==> src/rtl/rcs_pkg.sv <==
// Package: shared types and constants for the RGB contrast stretch block.
package rcs_pkg;

  localparam int CHAN_W    = 8;
  localparam int DIV_STEPS = 8;
  localparam int CNT_W     = 3;

  // Item commands
  localparam logic CMD_MEASURE = 1'b0;
  localparam logic CMD_APPLY   = 1'b1;

  // Statistic reset values and output ceiling
  localparam logic [CHAN_W-1:0] MIN_RST = 8'hFF;
  localparam logic [CHAN_W-1:0] MAX_RST = 8'h00;
  localparam logic [CHAN_W-1:0] PIX_MAX = 8'hFF;

  typedef logic [CHAN_W-1:0] chan_t;

  // Controller to datapath commands
  typedef struct packed {
    logic stats_upd;
    logic div_load;
    logic div_step;
    logic out_load;
  } rcs_cmd_t;

  // Datapath to controller status
  typedef struct packed {
    logic out_free;
  } rcs_sts_t;

endpackage

==> src/rtl/rcs_if.sv <==
// Interfaces: pixel input channel and stretched pixel output channel.
interface rcs_in_if;
  logic       valid;
  logic       ready;
  logic       cmd;
  logic       first_of_frame;
  logic [7:0] red;
  logic [7:0] green;
  logic [7:0] blue;

  modport source (output valid, output cmd, output first_of_frame,
                  output red, output green, output blue, input ready);
  modport sink   (input valid, input cmd, input first_of_frame,
                  input red, input green, input blue, output ready);
endinterface

interface rcs_out_if;
  logic       valid;
  logic       ready;
  logic [7:0] out_red;
  logic [7:0] out_green;
  logic [7:0] out_blue;

  modport source (output valid, output out_red, output out_green,
                  output out_blue, input ready);
  modport sink   (input valid, input out_red, input out_green,
                  input out_blue, output ready);
endinterface

==> src/rtl/rgb_contrast_stretch.sv <==
// Top level: per-channel min-max contrast stretch of RGB pixels.
//
// Usage: pixels arrive on in_ch with a command bit. A measure item (cmd 0)
// folds the pixel into per-channel running minimum and maximum, restarting
// them when first_of_frame is set, and gives no result. An apply item
// (cmd 1) gives one result item on out_ch: each channel is
// floor((v - min) * 255 / (max - min)), clamped to 0..255, with an empty or
// flat range taken as one.
// Flow: a measure item is taken every cycle while no apply item is in
// progress. An apply item runs a bit-serial restoring divide in each channel
// lane, one quotient bit a cycle, and in_ch is not ready for the next item
// until its result has been loaded into the output register.
// A finished result sits in an output register; the next item may be
// accepted while it waits. If the receiver stalls, a following apply item
// holds after its last step until the register is free, and in_ch is not
// ready meanwhile. Reset (rst_n low, synchronous) sets the minima to 255,
// the maxima to 0 and empties the output register.
module rgb_contrast_stretch
  import rcs_pkg::*;
(
  input  logic clk,
  input  logic rst_n,
  rcs_in_if.sink    in_ch,
  rcs_out_if.source out_ch
);

  rcs_cmd_t cmd;
  rcs_sts_t sts;

  rcs_ctrl u_ctrl (
    .clk      (clk),
    .rst_n    (rst_n),
    .in_valid (in_ch.valid),
    .in_cmd   (in_ch.cmd),
    .in_ready (in_ch.ready),
    .sts      (sts),
    .cmd      (cmd)
  );

  rcs_datapath u_dp (
    .clk            (clk),
    .rst_n          (rst_n),
    .cmd            (cmd),
    .sts            (sts),
    .first_of_frame (in_ch.first_of_frame),
    .red            (in_ch.red),
    .green          (in_ch.green),
    .blue           (in_ch.blue),
    .out_valid      (out_ch.valid),
    .out_ready      (out_ch.ready),
    .out_red        (out_ch.out_red),
    .out_green      (out_ch.out_green),
    .out_blue       (out_ch.out_blue)
  );

endmodule

==> src/rtl/rcs_div_lane.sv <==
// One channel's stretch lane: offset, range and bit-serial restoring divide.
module rcs_div_lane
  import rcs_pkg::*;
(
  input  logic  clk,
  input  logic  load,
  input  logic  step,
  input  chan_t pix,
  input  chan_t lo,
  input  chan_t hi,
  output chan_t result
);

  logic [CHAN_W:0]     range_s;
  logic [CHAN_W:0]     diff_s;
  chan_t               den;
  chan_t               diff;
  logic                sat;
  logic [2*CHAN_W-1:0] num;
  logic [CHAN_W:0]     shifted;
  logic [CHAN_W:0]     trial;
  logic                ge;

  chan_t rem_r, rem_nxt;
  chan_t quo_r, quo_nxt;
  chan_t den_r;
  logic  neg_r;
  logic  sat_r;

  // Range (flat or empty taken as one) and offset from the minimum
  always_comb begin
    range_s = {1'b0, hi} - {1'b0, lo};
    diff_s  = {1'b0, pix} - {1'b0, lo};
    diff    = diff_s[CHAN_W-1:0];
    if (range_s[CHAN_W] || (range_s == '0)) begin
      den = chan_t'(1);
    end else begin
      den = range_s[CHAN_W-1:0];
    end
    // offset at or above range always saturates to full scale
    sat = !diff_s[CHAN_W] && (diff >= den);
    // diff * 255 as a shift and subtract
    num = {diff, {CHAN_W{1'b0}}} - {{CHAN_W{1'b0}}, diff};
  end

  // One quotient bit per step; high half of the numerator is below den
  always_comb begin
    shifted = {rem_r, quo_r[CHAN_W-1]};
    trial   = shifted - {1'b0, den_r};
    ge      = (shifted >= {1'b0, den_r});
    rem_nxt = ge ? trial[CHAN_W-1:0] : shifted[CHAN_W-1:0];
    quo_nxt = {quo_r[CHAN_W-2:0], ge};
  end

  always_ff @(posedge clk) begin
    if (load) begin
      rem_r <= num[2*CHAN_W-1:CHAN_W];
      quo_r <= num[CHAN_W-1:0];
      den_r <= den;
      neg_r <= diff_s[CHAN_W];
      sat_r <= sat;
    end else if (step) begin
      rem_r <= rem_nxt;
      quo_r <= quo_nxt;
    end
  end

  // Clamp: below minimum gives zero, saturated gives full scale
  always_comb begin
    if (neg_r) begin
      result = '0;
    end else if (sat_r) begin
      result = PIX_MAX;
    end else begin
      result = quo_r;
    end
  end

endmodule

==> src/rtl/rcs_datapath.sv <==
// Datapath: per-channel min/max statistics, three divide lanes, output register.
module rcs_datapath
  import rcs_pkg::*;
(
  input  logic     clk,
  input  logic     rst_n,
  input  rcs_cmd_t cmd,
  output rcs_sts_t sts,
  input  logic     first_of_frame,
  input  chan_t    red,
  input  chan_t    green,
  input  chan_t    blue,
  output logic     out_valid,
  input  logic     out_ready,
  output chan_t    out_red,
  output chan_t    out_green,
  output chan_t    out_blue
);

  chan_t pix [3];
  chan_t lo_r [3];
  chan_t hi_r [3];
  chan_t res [3];
  chan_t res_r [3];
  logic  out_valid_r;

  assign pix[0] = red;
  assign pix[1] = green;
  assign pix[2] = blue;

  // Running statistics; restart on the first measured pixel of a frame
  always_ff @(posedge clk) begin
    if (!rst_n) begin
      for (int i = 0; i < 3; i++) begin
        lo_r[i] <= MIN_RST;
        hi_r[i] <= MAX_RST;
      end
    end else if (cmd.stats_upd) begin
      for (int i = 0; i < 3; i++) begin
        if (first_of_frame || (pix[i] < lo_r[i])) lo_r[i] <= pix[i];
        if (first_of_frame || (pix[i] > hi_r[i])) hi_r[i] <= pix[i];
      end
    end
  end

  // Divide lanes
  for (genvar g = 0; g < 3; g++) begin : g_lane
    rcs_div_lane u_lane (
      .clk    (clk),
      .load   (cmd.div_load),
      .step   (cmd.div_step),
      .pix    (pix[g]),
      .lo     (lo_r[g]),
      .hi     (hi_r[g]),
      .result (res[g])
    );
  end

  // Output register
  always_ff @(posedge clk) begin
    if (!rst_n) begin
      out_valid_r <= 1'b0;
    end else if (cmd.out_load) begin
      out_valid_r <= 1'b1;
    end else if (out_ready) begin
      out_valid_r <= 1'b0;
    end
  end

  always_ff @(posedge clk) begin
    if (cmd.out_load) begin
      for (int i = 0; i < 3; i++) res_r[i] <= res[i];
    end
  end

  assign sts.out_free = !out_valid_r || out_ready;
  assign out_valid    = out_valid_r;
  assign out_red      = res_r[0];
  assign out_green    = res_r[1];
  assign out_blue     = res_r[2];

endmodule

==> src/rtl/rcs_ctrl.sv <==
// Controller: item acceptance and sequencing of the divide steps.
module rcs_ctrl
  import rcs_pkg::*;
(
  input  logic     clk,
  input  logic     rst_n,
  input  logic     in_valid,
  input  logic     in_cmd,
  output logic     in_ready,
  input  rcs_sts_t sts,
  output rcs_cmd_t cmd
);

  localparam logic [1:0] S_IDLE = 2'd0;
  localparam logic [1:0] S_DIV  = 2'd1;
  localparam logic [1:0] S_DONE = 2'd2;

  logic [1:0]       state_r, state_nxt;
  logic [CNT_W-1:0] cnt_r, cnt_nxt;
  logic             accept;

  assign in_ready = (state_r == S_IDLE);
  assign accept   = in_valid && in_ready;

  always_comb begin
    state_nxt     = state_r;
    cnt_nxt       = cnt_r;
    cmd           = '0;
    case (state_r)
      S_IDLE: begin
        if (accept) begin
          if (in_cmd == CMD_APPLY) begin
            cmd.div_load = 1'b1;
            cnt_nxt      = '0;
            state_nxt    = S_DIV;
          end else begin
            cmd.stats_upd = 1'b1;
          end
        end
      end
      S_DIV: begin
        cmd.div_step = 1'b1;
        cnt_nxt      = cnt_r + 1'b1;
        if (cnt_r == CNT_W'(DIV_STEPS - 1)) state_nxt = S_DONE;
      end
      S_DONE: begin
        // wait for room in the output register
        if (sts.out_free) begin
          cmd.out_load = 1'b1;
          state_nxt    = S_IDLE;
        end
      end
      default: begin
        state_nxt = S_IDLE;
      end
    endcase
  end

  always_ff @(posedge clk) begin
    if (!rst_n) begin
      state_r <= S_IDLE;
      cnt_r   <= '0;
    end else begin
      state_r <= state_nxt;
      cnt_r   <= cnt_nxt;
    end
  end

endmodule
==> src/flat_wrapper.sv <==
// flat-port wrapper written by rule: the top's interface ports become plain ports
module rgb_contrast_stretch_flat import rcs_pkg::*;
  (clk, rst_n, in_ch_valid, in_ch_cmd, in_ch_first_of_frame, in_ch_red, in_ch_green, in_ch_blue, in_ch_ready, out_ch_valid, out_ch_out_red, out_ch_out_green, out_ch_out_blue, out_ch_ready);
  rcs_in_if in_ch_i ();
  rcs_out_if out_ch_i ();
  input  logic clk;
  input  logic rst_n;
  input wire logic [$bits(in_ch_i.valid)-1:0] in_ch_valid;
  input wire logic [$bits(in_ch_i.cmd)-1:0] in_ch_cmd;
  input wire logic [$bits(in_ch_i.first_of_frame)-1:0] in_ch_first_of_frame;
  input wire logic [$bits(in_ch_i.red)-1:0] in_ch_red;
  input wire logic [$bits(in_ch_i.green)-1:0] in_ch_green;
  input wire logic [$bits(in_ch_i.blue)-1:0] in_ch_blue;
  output wire logic [$bits(in_ch_i.ready)-1:0] in_ch_ready;
  output wire logic [$bits(out_ch_i.valid)-1:0] out_ch_valid;
  output wire logic [$bits(out_ch_i.out_red)-1:0] out_ch_out_red;
  output wire logic [$bits(out_ch_i.out_green)-1:0] out_ch_out_green;
  output wire logic [$bits(out_ch_i.out_blue)-1:0] out_ch_out_blue;
  input wire logic [$bits(out_ch_i.ready)-1:0] out_ch_ready;
  assign in_ch_i.valid = in_ch_valid;
  assign in_ch_i.cmd = in_ch_cmd;
  assign in_ch_i.first_of_frame = in_ch_first_of_frame;
  assign in_ch_i.red = in_ch_red;
  assign in_ch_i.green = in_ch_green;
  assign in_ch_i.blue = in_ch_blue;
  assign in_ch_ready = in_ch_i.ready;
  assign out_ch_valid = out_ch_i.valid;
  assign out_ch_out_red = out_ch_i.out_red;
  assign out_ch_out_green = out_ch_i.out_green;
  assign out_ch_out_blue = out_ch_i.out_blue;
  assign out_ch_i.ready = out_ch_ready;
  rgb_contrast_stretch u_core (.clk(clk), .rst_n(rst_n), .in_ch(in_ch_i), .out_ch(out_ch_i));
endmodule
==> config.mk <==
export PLATFORM = sky130hd
export DESIGN_NAME = rgb_contrast_stretch_flat
export DESIGN_NICKNAME = d
export VERILOG_FILES = /design/src/rtl/rcs_pkg.sv /design/src/rtl/rcs_if.sv /design/src/rtl/rgb_contrast_stretch.sv /design/src/rtl/rcs_div_lane.sv /design/src/rtl/rcs_datapath.sv /design/src/rtl/rcs_ctrl.sv /design/src/flat_wrapper.sv
export SDC_FILE = /design/constraint.sdc
export NUM_CORES = 1
export LEC_CHECK = 0
export BUFFER_PORTS_ARGS = -buffer_cell sky130_fd_sc_hd__buf_4
export CORE_ASPECT_RATIO = 0.8
export CORE_MARGIN = 1
export CORE_UTILIZATION = 57
export CTS_CLUSTER_DIAMETER = 80
export CTS_CLUSTER_SIZE = 8
export DETAILED_ROUTE_END_ITERATION = 10
export GPL_TIMING_DRIVEN = 0
export PLACE_DENSITY = 0.8
export RECOVER_POWER = 25
export SLEW_MARGIN = 20
export SYNTH_ARGS = -nofsm -noshare
export SYNTH_HDL_FRONTEND = slang
export SYNTH_SLANG_ARGS = --single-unit
==> constraint.sdc <==
create_clock -name clk -period 3.5 [get_ports clk]
set_input_delay 0.525 -clock clk [delete_from_list [all_inputs] [get_ports clk]]
set_output_delay 0.525 -clock clk [all_outputs]
set_load 0.1 [all_outputs]
Word level (Yosys, flattened, before mapping). Memory sizes are Yosys's and may differ from the RTL's. Index checks and enable logic that the tools add are counted.

Memory bits (writable): 72. Memories kept: 3. Register bits: 84. Word-level logic and storage cells: 160.

Reduce and logical (&&, ||, !) cells: 27. Muxes and demuxes: 74. Eq/ne operators: 7. $add $sub $neg: 13. Bitwise logic cells: 6. Order comparisons: 12.

Memory list: u_core.u_dp.hi_r (depth 3, bits a word 8, read ports 3, clocked after memory_dff 0, write ports 3, RTL line rcs_datapath.sv:22) `chan_t hi_r [3];`; u_core.u_dp.lo_r (depth 3, bits a word 8, read ports 3, clocked after memory_dff 0, write ports 3, RTL line rcs_datapath.sv:21) `chan_t lo_r [3];`; u_core.u_dp.res_r (depth 3, bits a word 8, read ports 3, clocked after memory_dff 0, write ports 3, RTL line rcs_datapath.sv:24) `chan_t res_r [3];`.

Operator list (number): 2-to-1 mux 8 bit (30); subtractor 8 x 8 -> 9 bit (6); subtractor 16 x 8 -> 16 bit (3); 2-to-1 mux 1 bit (34); >= comparator 9 x 8 -> 1 bit (3); zero test 9 bit (3); >= comparator 8 bit (3); greater-than comparator 8 bit (3); less-than comparator 8 bit (3); subtractor 8 bit (3); 2-to-1 mux 2 bit (6); logical OR 1 bit (10); 2-to-1 mux 3 bit (2); OR 1 bit (6); one-hot mux 2 bit (3 select lines) (1); one-hot mux 3 bit (2 select lines) (1); nonzero test 2 bit (3); logical AND 1 bit (4); zero test 1 bit (4); inequality test 2 x 1 -> 1 bit (second input constant) (2); inequality test 2 bit (second input constant) (2); AND reduction 4 bit (1); adder 3 x 1 -> 3 bit (second input constant) (1); equality test 3 bit (second input constant) (1); other kinds (4) (4).

Logic depth before layout (Yosys ltp). Gate-level depths: netlist of the first run.

Word-level depth: 8. Mapped depth: 17.

Modules after synthesis. Synthesis of the first run repeated with hierarchy kept, for this count alone.

Cells, all modules: 1283. Area total of the unflattened synthesis: 12369.4 µm².

Modules (own cells, without submodules): rcs_datapath (instances 1, area an instance 3995.1 µm², cells an instance 347, sequential area each 2182.1 µm²); rcs_div_lane at u_core.u_dp.g_lane[0].u_lane (instances 1, area an instance 2725.1 µm², cells an instance 300, sequential area each 780.7 µm²); rcs_div_lane at u_core.u_dp.g_lane[2].u_lane (instances 1, area an instance 2675.1 µm², cells an instance 300, sequential area each 780.7 µm²); rcs_div_lane at u_core.u_dp.g_lane[1].u_lane (instances 1, area an instance 2672.6 µm², cells an instance 302, sequential area each 780.7 µm²); rcs_ctrl (instances 1, area an instance 301.5 µm², cells an instance 34, sequential area each 100.1 µm²).

Worst setup path before layout of the first run. OpenSTA, ideal clock, no wires.

Kind: flip-flop to flip-flop. From: register u_core.u_ctrl.state_r[0]. To: register u_core.u_dp.g_lane[1].u_lane.rem_r[4], data pin. Cell stages (with the launch flop): 7. Data required time: 3.190 ns. Arrival time: 3.704 ns. Path slack: -0.514 ns. Cell sequence: dfxtp_1 nor2_1 nand3_1 inv_1 clkbuf_1 buf_1 o22ai_1.

RTL lines: start, declared (RTL line rcs_ctrl.sv:18) `logic [1:0] state_r, state_nxt;`; start signal, assigned (RTL line rcs_ctrl.sv:64) `state_r <= state_nxt;`; end signal, assigned (RTL line rcs_div_lane.sv:57) `rem_r <= num[2*CHAN_W-1:CHAN_W];`; end signal, assigned (RTL line rcs_div_lane.sv:63) `rem_r <= rem_nxt;`; end, declared (RTL line rcs_div_lane.sv:24) `chan_t rem_r, rem_nxt;`.

==> results of run 1 <==
[state kept, by name (all words and copies together), names as in the netlist]
name	flops
u_core.u_dp.g_lane.u_lane.quo_r	24
u_core.u_dp.g_lane.u_lane.neg_r	3
u_core.u_dp.g_lane.u_lane.rem_r	24
u_core.u_dp.out_valid	1
u_core.u_ctrl.state_r	2
u_core.u_dp.hi_r	24
u_core.u_dp.g_lane.u_lane.sat_r	3
u_core.u_dp.g_lane.u_lane.den_r	24
u_core.u_dp.lo_r	24
u_core.u_ctrl.cnt_r	3
u_core.u_dp.res_r	24
[power by group through the flow]
stage / Combinational [uW] / Sequential [uW] / Clock (uW)
finish: 1580 / 2310 / 1850
global route: 1750 / 2320 / 1920
CTS: 1530 / 2310 / 1850
detailed placement: 1490 / 2350 / 0
global placement: 1420 / 2350 / 0
floorplan: 1130 / 2320 / 0
[area by class of cell]
cell class / count / area [um2]
fillers: 1556 / 6710
multi-input cells: 904 / 6570
flip-flops and latches: 156 / 4620
clock buffers: 20 / 489
inverters: 119 / 447
repair buffers: 67 / 434
well taps: 264 / 330
plain buffers: 36 / 166
clock inverters: 12 / 91.3
[repair_timing]
item                                    4_1_cts  5_1_grt
setup buffers                                 5        4
resized for setup                            29       15
endpoints found under the setup margin        3        5
pin swaps                                     9       14
gates cloned                                  0        0
[cells in the final DEF (no fill, tap or decap), types with 7 or more instances in the layout]
| cell | count |
|---|---|
| a211oi_1 | 9 |
| a21o_1 | 18 |
| a21oi_1 | 43 |
| a21oi_2 | 7 |
| a31oi_1 | 26 |
| and2_1 | 12 |
| buf_4 | 39 |
| clkbuf_1 | 57 |
| clkbuf_16 | 19 |
| edfxtp_1 | 150 |
| ha_1 | 123 |
| inv_1 | 114 |
| mux2_2 | 7 |
| mux2i_1 | 11 |
| nand2_1 | 84 |
| nand2b_1 | 24 |
| nand3_1 | 15 |
| nand3b_1 | 8 |
| nand4_1 | 17 |
| nor2_1 | 129 |
| nor2b_1 | 24 |
| nor3_1 | 29 |
| o21a_1 | 35 |
| o21ai_0 | 67 |
| o21ai_1 | 8 |
| o22ai_1 | 8 |
| o31a_1 | 9 |
| o31ai_1 | 15 |
| or2_2 | 29 |
| xnor2_1 | 21 |
| xor2_1 | 11 |
[how the worst min path moves through the flow]
stage                                            to  slack [ns]  cells past startpoint
4_1_cts        u_core.u_dp.lo_r[0][3]$_SDFFCE_PN1P_        0.39                      2
2_1_floorplan   u_core.u_ctrl.cnt_r[1]$_SDFFE_PN0P_        0.45                      2
3_5_place_dp    u_core.u_ctrl.cnt_r[1]$_SDFFE_PN0P_        0.47                      2
3_3_place_gp    u_core.u_ctrl.cnt_r[1]$_SDFFE_PN0P_        0.46                      2
6_report       u_core.u_dp.lo_r[0][6]$_SDFFCE_PN1P_        0.40                      2
5_1_grt        u_core.u_dp.lo_r[0][3]$_SDFFCE_PN1P_        0.39                      2
[per-layer routing]
| layer | vias up | track usage [%] | part of all wire [%] |
|---|---|---|---|
| met5 | - | 0 | 0 |
| met4 | 0 | 8.77 | 1.7 |
| met3 | 41 | 4.32 | 7.0 |
| met2 | 352 | 42.2 | 44 |
| met1 | 4559 | 39.2 | 47 |
| li1 | 4624 | - | - |
[stage by stage]
stage	utilization (%)	hold WS [ns]	std cells	area [um2]
2_1_floorplan	-	0.452	1215	11600
3_3_place_gp	62.2	0.459	1534	12400
3_5_place_dp	62.6	0.473	1537	12400
5_1_grt	66.2	0.394	1578	13100
6_report	66.2	0.397	1578	13100
4_1_cts	66.3	0.389	1574	13200
[critical path: cells and delay by family (launching register included)]
family / cells / cell delay [ns]
fa+ha+maj: 3 / 0.63
buf+inv: 2 / 0.14
simple gates: 3 / 0.48
flops: 1 / 0.41
xor+xnor: 1 / 0.23
compound gates: 8 / 1.52
[logic make-up (layout without fill, tap and decap cells)]
group,count (synthesis),after routing,synth area share [%]
AND/OR/NAND/NOR,403,403,17.3
AO/OA/AOI/OAI,315,315,18.2
flip-flops,156,156,39.9
buffers and inverters,155,254,5.36
adder cells (fa/ha/maj),134,134,15.0
XOR/XNOR,34,34,2.57
multiplexers,18,18,1.63
==> impl_metrics.json, run 1 <==
{
  "cp_slowest_stage_delay_ns": 0.41,
  "yosysMostFrequentCell": "edfxtp_1",
  "fp-row-count": 46,
  "finalSetupTns_ns": -0.326,
  "wl_per_cell_um": 17.6,
  "ant_nets": 0,
  "via_per_inst": 6.07,
  "synth_edf_count": 150,
  "grt-ovfl-total": 0,
  "period_needed_ns": 3.61,
  "hold_class": "primary input to flip-flop",
  "grt_max_degree": 30,
  "p_sw_uw": 1830,
  "hold_viol_final": 0,
  "grt_pass1_vias": 8833,
  "irDropWorstVdd_mv": 0.288,
  "p_clk_share_pct": 32.2,
  "status": "finished with violations",
  "relSlewSlack_pct": 20.5,
  "clock_skew_ns": 0.0117,
  "die_area_um2": 20900,
  "max_freq_ghz": 0.277,
  "netlist_top_cells_area": "edfxtp_1 39%, ha_1 13%, nor2_1 4.2%",
  "synth-warning-count": 0,
  "grtUsageTotal_pct": 27.2,
  "synth_commonest_cells": "150 x edfxtp_1, 129 x nor2_1, 125 x ha_1, 119 x inv_1, 85 x nand2_1",
  "hold_start": "in_ch_red[6]",
  "async_flop_share_pct": 0,
  "reg2reg_from": "u_core.u_dp.hi_r[0][8]$_SDFFCE_PN0P_",
  "cellLeakagePower_uw": 0.00548,
  "die_h_um": 130,
  "slew_viol_final": 0,
  "ff2ff_setup_slack_ns": -0.11,
  "crit_chain": "inv_2 -> ha_4 -> inv_2 -> fa_2 -> a211o_1 -> a21o_1 -> a21oi_2 -> xor2_1 -> nor4b_4 -> a2bb2oi_2 -> ha_1 -> nand2b_4 -> a21oi_2 -> nor2b_1 -> o21ai_1 -> a21o_1 -> a2111oi_4",
  "coreArea_um2": 19900,
  "power_uw": 5740,
  "wl_um": 27800,
  "cp.arrival_ns": 3.85,
  "startpoint": "u_core.u_dp.hi_r[0][8]$_SDFFCE_PN0P_",
  "start_util_pct": 58.4,
  "syn2layout_area_growth_pct": 13.4,
  "worst_pin_slew_ns": 1.18,
  "seq_area_frac_synth_pct": 39.9,
  "dp_hpwl_um": 20600,
  "syn_area_um2": 11600,
  "clock_latency_ns": 0.44,
  "grt_pass1_wl_um": 44500,
  "routabilityCongestion": 0.886,
  "cts_tree": "yes",
  "critPathKind": "flip-flop to flip-flop",
  "synthCells": 1215,
  "fin_ws_ns": -0.114,
  "pre_cts_ws_ns": -0.450,
  "holdBufCountCts": 0,
  "r2r_end": "u_core.u_dp.g_lane[1].u_lane.sat_r$_DFFE_PP_",
  "numCtsBuffers": 17,
  "end_kind": "flip-flop",
  "ys_ff_latch": 156,
  "slowest_stage": "edfxtp_1",
  "p_int_uw": 3910,
  "diodes": 0,
  "maxCapViolCount": 0,
  "power_frac_comb_pct": 27.6,
  "final_nets": 1465,
  "synth.avg_cell_area_um2": 9.55,
  "firstDrtPassIters": 5,
  "synth_top_area_share_pct": 38.8,
  "synthFlopType": "edfxtp_1",
  "yosys.area.top_type": "edfxtp_1",
  "numPortBuffers": 55,
  "cts-root-buf": "clkbuf_16",
  "drt_iter0_drc": 908,
  "drc": 0,
  "r2r_cells": 17,
  "drive_gt1_share_pct": 12.1,
  "cp_max_fo": 3,
  "crit_path_end": "u_core.u_dp.g_lane[1].u_lane.sat_r$_DFFE_PP_",
  "clock_sinks": 156,
  "syn-num-nets": 1379,
  "die_x_um": 161,
  "via_count": 9576,
  "rsz0062_at_grt": "true",
  "switching_share_pct": 31.8,
  "start_kind": "flip-flop",
  "violations": "setup timing",
  "seq_power_share_pct": 40.2,
  "cts_max_level": 4,
  "io_pins": 56,
  "powerDensity_nw_per_um2": 436,
  "clock_path_buffers": 2,
  "path_clk_slew_ns": 0.07,
  "ys_types": 74,
  "grt_antenna_before_repair": 0,
  "setup-violations-final": 3,
  "worstPathRequired_ns": 3.73,
  "min_period_over_period_pct": 103
}
No activity file was read; power rests on OpenSTA's default activity.
==> run 2, diff against run 1 <==
--- a/config.mk
+++ b/config.mk
@@ -15,6 +15,7 @@
 export GPL_TIMING_DRIVEN = 0
 export PLACE_DENSITY = 0.8
 export RECOVER_POWER = 25
+export SKIP_CTS_REPAIR_TIMING = 1
 export SLEW_MARGIN = 20
 export SYNTH_ARGS = -nofsm -noshare
 export SYNTH_HDL_FRONTEND = slang
==> impl_metrics.json, run 2 (synthesized netlist as in run 1, its figures left out) <==
{
  "crit_chain": "inv_2 -> ha_4 -> inv_1 -> fa_2 -> a21oi_4 -> inv_1 -> a21oi_2 -> xor2_1 -> or4b_4 -> o41ai_4 -> ha_1 -> nand2b_4 -> a21oi_2 -> nor2b_1 -> o21ai_1 -> a21o_1 -> a2111oi_2",
  "cts_tree": "yes",
  "grt_pass1_wl_um": 43900,
  "worstPathRequired_ns": 3.69,
  "hold_depth": 2,
  "critPathBufInv": 3,
  "final_nets": 1466,
  "fin_ws_ns": -0.259,
  "cp_max_fo": 2,
  "setup-violations-final": 3,
  "hold_class": "primary input to flip-flop",
  "routabilityCongestion": 0.886,
  "dp_cells": 1537,
  "rsz0062_at_grt": "true",
  "hold_start": "in_ch_red[6]",
  "period_needed_ns": 3.76,
  "holdPathEnd": "u_core.u_dp.lo_r[0][6]$_SDFFCE_PN1P_",
  "fin_cells": 1579,
  "nFillCells": 1564,
  "die_x_um": 161,
  "ant_nets": 0,
  "clock_latency_ns": 0.44,
  "pre_cts_ws_ns": -0.450,
  "cellLeakagePower_uw": 0.00549,
  "start_util_pct": 58.4,
  "numCtsBuffers": 17,
  "hold_slack_ns": 0.396,
  "clock_sinks": 156,
  "grt_pass1_vias": 8729,
  "critPathKind": "flip-flop to flip-flop",
  "io_pins": 56,
  "route.met2.wl_um": 12100,
  "min_period_over_period_pct": 107,
  "max_freq_ghz": 0.266,
  "worst_pin_slew_ns": 1.18,
  "maxCapViolCount": 0,
  "wl_um": 27800,
  "via_count": 9534,
  "relSlewSlack_pct": 21.4,
  "crit_family": "compound AO/OA/AOI/OAI gates",
  "coreArea_um2": 19900,
  "wl_per_cell_um": 17.6,
  "power_uw": 5740,
  "violations": "setup timing",
  "r2r_cells": 17,
  "slew_viol_final": 0,
  "grtUsageTotal_pct": 26.9,
  "cts_max_level": 4,
  "drt_iter0_drc": 1028,
  "syn2layout_area_growth_pct": 13.5,
  "drc": 0,
  "ff2ff_setup_slack_ns": -0.26,
  "cp_slowest_stage_delay_ns": 0.50,
  "irDropWorstVdd_mv": 0.287,
  "r2r_end": "u_core.u_dp.g_lane[2].u_lane.sat_r$_DFFE_PP_",
  "hold_viol_final": 0,
  "die_h_um": 130,
  "wl_met1_um": 13200,
  "cts-root-buf": "clkbuf_16",
  "dp_hpwl_um": 20600,
  "drive_gt1_share_pct": 11.9,
  "layout_common_cells": "150 x edfxtp_1, 129 x nor2_1, 123 x ha_1, 116 x inv_1, 84 x nand2_1",
  "powerDensity_nw_per_um2": 436,
  "final_common_cell": "edfxtp_1",
  "grt_antenna_before_repair": 0,
  "start_kind": "flip-flop",
  "grt-ovfl-total": 0,
  "reg2reg_from": "u_core.u_dp.hi_r[0][16]$_SDFFCE_PN0P_",
  "status": "finished with violations",
  "path_clk_slew_ns": 0.07,
  "slowest_stage": "or4b_4",
  "fp-row-count": 46,
  "end_kind": "flip-flop",
  "grt_max_degree": 30,
  "post-route-util_pct": 66.3,
  "dr_wl_met3_um": 1990,
  "clock_path_buffers": 2,
  "clock_skew_ns": 0.0108,
  "die_area_um2": 20900,
  "cp.arrival_ns": 3.95,
  "firstDrtPassIters": 5,
  "highest_layer": "met4",
  "via_per_inst": 6.04,
  "numPortBuffers": 55,
  "diodes": 0
}
## run 2: cell types whose count changed in the layout (fill, tap and decap cells not counted)
cell       delta
a211oi_1      +1
a21oi_4       +1
a21oi_2       -2
buf_4         +1
a21oi_1       +1
inv_1         +2
a2111oi_4     +1
a211oi_2      -1
a2111oi_2     -1
inv_2         -2
## run 2: power by group
part / switching, uW / internal, uW
clock network: 826 / 1030
logic: 926 / 651
registers: 76.8 / 2230
## run 2: how the worst max path moves through the flow
stage               slack (ns)                                      endpoint                                   from  cells past startpoint
floorplan                 0.02  u_core.u_dp.g_lane[2].u_lane.sat_r$_DFFE_PP_  u_core.u_dp.hi_r[0][16]$_SDFFCE_PN0P_                     17
global placement         -0.31  u_core.u_dp.g_lane[1].u_lane.sat_r$_DFFE_PP_                         in_ch_green[0]                     13
detailed placement       -0.45  u_core.u_dp.g_lane[1].u_lane.sat_r$_DFFE_PP_                         in_ch_green[0]                     13
CTS                      -0.50  u_core.u_dp.g_lane[0].u_lane.sat_r$_DFFE_PP_   u_core.u_dp.hi_r[0][0]$_SDFFCE_PN0P_                     17
global route             -0.41  u_core.u_dp.g_lane[2].u_lane.sat_r$_DFFE_PP_  u_core.u_dp.hi_r[0][16]$_SDFFCE_PN0P_                     17
finish                   -0.26  u_core.u_dp.g_lane[2].u_lane.sat_r$_DFFE_PP_  u_core.u_dp.hi_r[0][16]$_SDFFCE_PN0P_                     17
## run 2: layer usage
layer,vias up,global-route usage [%]
li1,4618,-
met1,4514,38.9
met2,361,41.3
met3,41,4.45
met4,0,8.49
met5,-,0
## run 2: cell type report
| cell class | instances | area, um2 | share of cell area (%) |
|---|---|---|---|
| tap | 264 | 330 | 2.51 |
| timing repair buffer | 68 | 442 | 3.35 |
| buffer | 36 | 166 | 1.26 |
| multi-input combinational | 904 | 6580 | 50.0 |
| clock buffer | 20 | 489 | 3.72 |
| inverter | 119 | 447 | 3.39 |
| clock inverter | 12 | 91.3 | 0.694 |
| sequential | 156 | 4620 | 35.1 |
## run 2: stage by stage
| step | area, um2 | setup TNS, ns |
|---|---|---|
| detailed placement | 12400 | -2.52 |
| CTS | 13000 | -1.31 |
| finish | 13200 | -0.520 |
| global route | 13200 | -1.13 |
| floorplan | 11600 | 0 |
| global placement | 12400 | -12.29 |
